File: src/rtl/core/otu_pkg.sv
// Shared constants for the output tile unpadder: tile geometry, field widths,
// configuration register indexes and reset values. No dependencies.
package otu_pkg;

  // Tile geometry: 8 by 8 words, column-major inside a tile
  localparam int TILE_EDGE    = 8;
  localparam int TILE_EDGE_W  = $clog2(TILE_EDGE);
  localparam int TILE_WORDS   = TILE_EDGE * TILE_EDGE;
  localparam int WORD_POS_W   = $clog2(TILE_WORDS);

  // Field widths
  localparam int WORD_W       = 32;
  localparam int CFG_DATA_W   = 13;
  localparam int CFG_IDX_W    = 2;

  // Configuration register indexes
  localparam logic [CFG_IDX_W-1:0] REG_MATRIX_ROWS = 2'd0;
  localparam logic [CFG_IDX_W-1:0] REG_MATRIX_COLS = 2'd1;

  // Reset values of the dimension registers
  localparam logic [CFG_DATA_W-1:0] ROWS_RESET = 13'd8;
  localparam logic [CFG_DATA_W-1:0] COLS_RESET = 13'd8;

  // Default upper bound on either matrix dimension
  localparam int MAX_DIM_DEFAULT = 4096;

endpackage

File: src/rtl/core/output_tile_unpadder_core.sv
// Output tile unpadder top level: drops padding words from a tiled result stream.
// Depends on otu_pkg for tile geometry, widths and register indexes.
//
// Usage:
//   Input channel (in_valid / in_stall / in_word_value) carries the words of a
//   result matrix in tile order: 64 words per 8x8 tile, column-major inside a
//   tile, tiles down the tile rows first, then across the tile columns.
//   Output channel (out_valid / out_stall / out_kept_value) carries only the
//   words that lie inside matrix_rows x matrix_cols; padding beats are absorbed.
//   Config channel (cfg_valid / cfg_ready / cfg_index / cfg_data) writes
//   matrix_rows (index 0) or matrix_cols (index 1); cfg_ready is always high.
//   Writes are expected only while the block is idle.
// Timing:
//   One input beat per cycle while not stalled. A kept word shows up on the
//   output in the cycle after its input beat, from a single output register.
//   Input stalls only while that register holds a word the receiver stalls on.
// Reset:
//   Tile and word counters return to zero, both dimensions to 8, output empty.
//   After the last word of the last tile the counters wrap to zero for the next
//   matrix.
module output_tile_unpadder_core #(
  parameter int MAX_DIM = otu_pkg::MAX_DIM_DEFAULT
) (
  input  logic                                clk,
  input  logic                                rst_n,
  // input words
  input  logic                                in_valid,
  output logic                                in_stall,
  input  logic signed [otu_pkg::WORD_W-1:0]   in_word_value,
  // kept words
  output logic                                out_valid,
  input  logic                                out_stall,
  output logic signed [otu_pkg::WORD_W-1:0]   out_kept_value,
  // configuration writes
  input  logic                                cfg_valid,
  output logic                                cfg_ready,
  input  logic [otu_pkg::CFG_IDX_W-1:0]       cfg_index,
  input  logic [otu_pkg::CFG_DATA_W-1:0]      cfg_data
);

  // Derived widths
  localparam int MAX_TILES = (MAX_DIM + otu_pkg::TILE_EDGE - 1) / otu_pkg::TILE_EDGE;
  localparam int TCW       = (MAX_TILES > 1) ? $clog2(MAX_TILES) : 1;
  localparam int DIM_NEED  = $clog2(MAX_DIM + 1);
  localparam int DW        = (DIM_NEED > otu_pkg::CFG_DATA_W) ? DIM_NEED
                                                              : otu_pkg::CFG_DATA_W;
  localparam int EW        = otu_pkg::TILE_EDGE_W;
  localparam int PW        = otu_pkg::WORD_POS_W;

  // Registers
  logic [otu_pkg::CFG_DATA_W-1:0]     rows_r, cols_r;
  logic [TCW-1:0]                     tile_row_r, tile_row_nxt;
  logic [TCW-1:0]                     tile_col_r, tile_col_nxt;
  logic [PW-1:0]                      word_pos_r, word_pos_nxt;
  logic                               out_valid_r, out_valid_nxt;
  logic signed [otu_pkg::WORD_W-1:0]  out_value_r;

  // Datapath signals
  logic                in_accept;
  logic [DW-1:0]       rows_eff, cols_eff;
  logic [DW-1:0]       rows_last_idx, cols_last_idx;
  logic                row_is_last, col_is_last;
  logic [EW:0]         row_extent, col_extent;
  logic [EW-1:0]       word_row, word_col;
  logic                keep;

  assign cfg_ready = 1'b1;
  assign in_stall  = out_valid_r & out_stall;
  assign in_accept = in_valid & ~in_stall;

  assign out_valid      = out_valid_r;
  assign out_kept_value = out_value_r;

  // Clamp dimensions to 1..MAX_DIM
  always_comb begin
    rows_eff = DW'(rows_r);
    cols_eff = DW'(cols_r);
    if (rows_r == '0) begin
      rows_eff = DW'(1);
    end else if (DW'(rows_r) > DW'(MAX_DIM)) begin
      rows_eff = DW'(MAX_DIM);
    end
    if (cols_r == '0) begin
      cols_eff = DW'(1);
    end else if (DW'(cols_r) > DW'(MAX_DIM)) begin
      cols_eff = DW'(MAX_DIM);
    end
  end

  // Last tile index = (dim - 1) / 8; counters at or past it count as last
  assign rows_last_idx = (rows_eff - DW'(1)) >> EW;
  assign cols_last_idx = (cols_eff - DW'(1)) >> EW;
  assign row_is_last   = DW'(tile_row_r) >= rows_last_idx;
  assign col_is_last   = DW'(tile_col_r) >= cols_last_idx;

  // Kept extent in the current tile: remainder in the last tile, else full edge
  always_comb begin
    row_extent = (EW+1)'(otu_pkg::TILE_EDGE);
    col_extent = (EW+1)'(otu_pkg::TILE_EDGE);
    if (row_is_last && (rows_eff[EW-1:0] != '0)) begin
      row_extent = {1'b0, rows_eff[EW-1:0]};
    end
    if (col_is_last && (cols_eff[EW-1:0] != '0)) begin
      col_extent = {1'b0, cols_eff[EW-1:0]};
    end
  end

  // Column-major position inside the tile
  assign word_row = word_pos_r[EW-1:0];
  assign word_col = word_pos_r[PW-1:EW];
  assign keep     = ({1'b0, word_row} < row_extent) && ({1'b0, word_col} < col_extent);

  // Counter advance per accepted beat
  always_comb begin
    tile_row_nxt = tile_row_r;
    tile_col_nxt = tile_col_r;
    word_pos_nxt = word_pos_r;
    if (in_accept) begin
      word_pos_nxt = word_pos_r + PW'(1);
      if (word_pos_r == PW'(otu_pkg::TILE_WORDS - 1)) begin
        word_pos_nxt = '0;
        if (row_is_last) begin
          tile_row_nxt = '0;
          tile_col_nxt = col_is_last ? '0 : tile_col_r + TCW'(1);
        end else begin
          tile_row_nxt = tile_row_r + TCW'(1);
        end
      end
    end
  end

  // Output register occupancy
  always_comb begin
    out_valid_nxt = out_valid_r & out_stall;
    if (in_accept) begin
      out_valid_nxt = keep;
    end
  end

  // Control state and config registers
  always_ff @(posedge clk) begin
    if (!rst_n) begin
      rows_r      <= otu_pkg::ROWS_RESET;
      cols_r      <= otu_pkg::COLS_RESET;
      tile_row_r  <= '0;
      tile_col_r  <= '0;
      word_pos_r  <= '0;
      out_valid_r <= 1'b0;
    end else begin
      tile_row_r  <= tile_row_nxt;
      tile_col_r  <= tile_col_nxt;
      word_pos_r  <= word_pos_nxt;
      out_valid_r <= out_valid_nxt;
      if (cfg_valid && cfg_ready) begin
        case (cfg_index)
          otu_pkg::REG_MATRIX_ROWS: rows_r <= cfg_data;
          otu_pkg::REG_MATRIX_COLS: cols_r <= cfg_data;
          default: ;
        endcase
      end
    end
  end

  // Output payload, loaded with each kept beat
  always_ff @(posedge clk) begin
    if (in_accept && keep) begin
      out_value_r <= in_word_value;
    end
  end

endmodule

File: config.mk
export PLATFORM = sky130hd
export DESIGN_NAME = output_tile_unpadder_core
export DESIGN_NICKNAME = d
export VERILOG_FILES = /design/src/rtl/core/otu_pkg.sv /design/src/rtl/core/output_tile_unpadder_core.sv
export SDC_FILE = /design/constraint.sdc
export NUM_CORES = 1
export LEC_CHECK = 0
export BUFFER_PORTS_ARGS = -buffer_cell sky130_fd_sc_hd__buf_2
export CORE_MARGIN = 2
export CORE_UTILIZATION = 40
export DETAILED_ROUTE_END_ITERATION = 10
export GPL_TIMING_DRIVEN = 0
export SLEW_MARGIN = 20
export SYNTH_ARGS = -nofsm -noshare
export SYNTH_HDL_FRONTEND = slang
export SYNTH_SLANG_ARGS = --single-unit
File: constraint.sdc
create_clock -name clk -period 12.2 [get_ports clk]
set_input_delay 3.05 -clock clk [delete_from_list [all_inputs] [get_ports clk]]
set_output_delay 3.05 -clock clk [all_outputs]
set_load 0.03 [all_outputs]
==> out/results.txt <==
Area leader, netlist: dfxtp_1
Worst Path Required: 9.15 ns
Clk slew on worst S/H paths: 0.09 ns
Sink Count: 83
# diodes: 0
Drt pass-1 iters: 4
HP Class: reg2reg
Slew Limit Fails: 0
Number of max-cap violations: 0
Hold wc startpoint: rows_r[11]$_SDFFE_PN0P_
Vias per cell: 5.16
DP HPWL: 6.94 mm
Root Buffer: clkbuf_8
Synth unique cells: 57
TritonCTS clock tree: built
Setup Skew: 0.00974 ns
Fmax: 150 MHz
WS Path Type: in2out
Period utilization: 0.548
Mean area per synthesized cell: 9.92 sq um
Sequential share of the synthesized area: 0.484
Nets: 587
Core box area: 9860 sq um
Ys async rst share: 0
Site Rows: 36
Vias in the first global route: 3,215
Overall routing resource usage: 0.167
CP endpoint kind: primary output
Leakage: 1.97 nW
RSZ-0062 raised after global routing: no
Drc violations: 0
Critical path fanouts, max: 3
Area grow syn2layout: 21.0%
Final antenna-violating net count: 0
RR Startpoint: cols_r[0]$_SDFFE_PN0P_
CP arrival: 3.63 ns
Synth Flop Type: dfxtp_1
Worst slew pin tran: 0.892 ns
Clock Latency Late Sink: 0.35 ns
Synth warn: 0
Synth top area share: 0.249
Mapped Area: 4100 sq um
Post-CTS Hold Buffers: 0
Power Density: 131 nW/um^2
Final Core Density: 0.503
H-tree depth: 3
Share of cells above drive strength 1: 0.225
First-pass GRT wire length: 15.1 mm
Status: complete, no violations
Syn_nets: 490
Maximum vdd drop: 0.0689 mV
Min Tclk post-route: 6.68 ns
CP Launch Type: input pin
IO Count: 87
Initial antenna violation count: 0
Routed len/inst: 13.8 microns
DR vias: 3,346
DRT Wirelength: 8.97 mm
Starting DRT DRC Count: 88
Initial core utilization: 0.415
DIE AREA: 11,100 sq um
Grt total ovfl: 0
Post-synth EDFFs: 32
PortBufs: 84
Cells after synthesis: 413
Hold Violations, Final: 0
Gpl congestion: 0.845
Main area contributors after synthesis: dfxtp_1 25%, edfxtp_1 23%, ha_1 7.6%
Die Width: 105 microns
Endpoints failing setup: 0
Post_cts resized: 0
Final TNS setup: 0 ns
Post-CTS setup buffer count: 0
Total CTS buffers: 9
Worst Setup SP: out_stall
Register bit total from synthesis: 83
Chip height: 105 microns
Bufs on Longest Clock Path: 2
Rel. slew slack: 0.405
Largest net degree at the start of global routing: 15
[cell usage after synthesis (3+ instances only)]
| cell type | n |
|---|---|
| edfxtp_1 | 32 |
| o2111ai_1 | 3 |
| and3_1 | 5 |
| nand2b_1 | 6 |
| nand4_1 | 12 |
| o21a_1 | 7 |
| o21ai_0 | 4 |
| nor3b_1 | 4 |
| clkbuf_1 | 14 |
| and2_1 | 5 |
| dfxtp_1 | 51 |
| nand3b_1 | 3 |
| a211oi_1 | 8 |
| a21oi_1 | 12 |
| xnor2_1 | 9 |
| nand3_1 | 7 |
| nor2_1 | 30 |
| a21boi_0 | 28 |
| inv_1 | 10 |
| xor2_1 | 12 |
| ha_1 | 25 |
| nor3_1 | 9 |
| nand2_1 | 69 |
[layout make-up]
| class | count | area (sq um) |
|---|---|---|
| clock buffer | 10 | 128 |
| clock inverter | 6 | 111 |
| inverter | 10 | 37.5 |
| buffer | 15 | 60.1 |
| tap | 133 | 166 |
| multi-input combinational | 305 | 2020 |
| sequential | 83 | 1980 |
| timing repair buffer | 86 | 450 |
| fill | 940 | 4910 |
[stage by stage]
step	power, W	instances	hold WS (ns)	setup slack (ns)	instance area (sq um)
2_1_floorplan	0.000385	413	0.452	5.78	4100
3_3_place_gp	0.000415	630	0.470	5.56	4680
3_5_place_dp	0.000420	632	0.478	5.49	4720
4_1_cts	0.000657	648	0.490	5.48	4960
5_1_grt	0.000680	648	0.520	5.47	4960
6_report	0.000651	648	0.489	5.52	4960
[sequential cells by signal, summed over array words and instances, names as in the netlist]
signal / cells
out_kept_value: 32
tile_col_r: 9
word_pos_r: 6
rows_r: 13
tile_row_r: 9
out_valid: 1
cols_r: 13
[path summary, 6_finish.rpt]
path | to | slack [ns] | depth (start not counted)
max reg2reg | out_kept_value[21]$_DFFE_PP_ | 6.77 | 20
min reg2reg | rows_r[11]$_SDFFE_PN0P_ | 0.49 | 2
min | rows_r[11]$_SDFFE_PN0P_ | 0.49 | 2
max | in_stall | 5.52 | 3
[cell families after synthesis]
logic type               share of synthesized area
XOR/XNOR                                    0.0449
adder cells (fa/ha/maj)                     0.0764
flip-flops                                   0.484
other                                     0.000915
AO/OA/AOI/OAI                                0.155
multiplexers                               0.00489
buffers and inverters                       0.0238
AND/OR/NAND/NOR                              0.210
[cells in the final DEF (no fill, tap or decap), types with 10 or more instances in the layout]
| master | n |
|---|---|
| nand4_1 | 12 |
| inv_1 | 10 |
| edfxtp_1 | 32 |
| a21oi_1 | 12 |
| ha_1 | 25 |
| buf_2 | 84 |
| clkbuf_1 | 15 |
| xor2_1 | 12 |
| nor2_1 | 30 |
| a21boi_0 | 28 |
| nand2_1 | 69 |
| dfxtp_1 | 51 |
[power by group]
group | leakage (nW) | internal (W) | switching (W) | total [W]
logic | 1.13 | 0.0000379 | 0.0000631 | 0.000101
registers | 0.721 | 0.000305 | 0.00000714 | 0.000312
clock network | 0.119 | 0.000137 | 0.000102 | 0.000239
[per-layer routing]
layer  share of wire  up-vias  global-route usage
met2            0.43      121               0.259
met1            0.48     1522               0.230
met3           0.071       17              0.0356
li1                -     1686                   -
met4           0.017        0              0.0581
met5               0        -                   0
[critical path, stage by stage]
cell and delay (ns):
buf_2 0.09, and2_1 0.24, buf_2 0.24
Note: power is estimated with default switching activity, not from simulation.
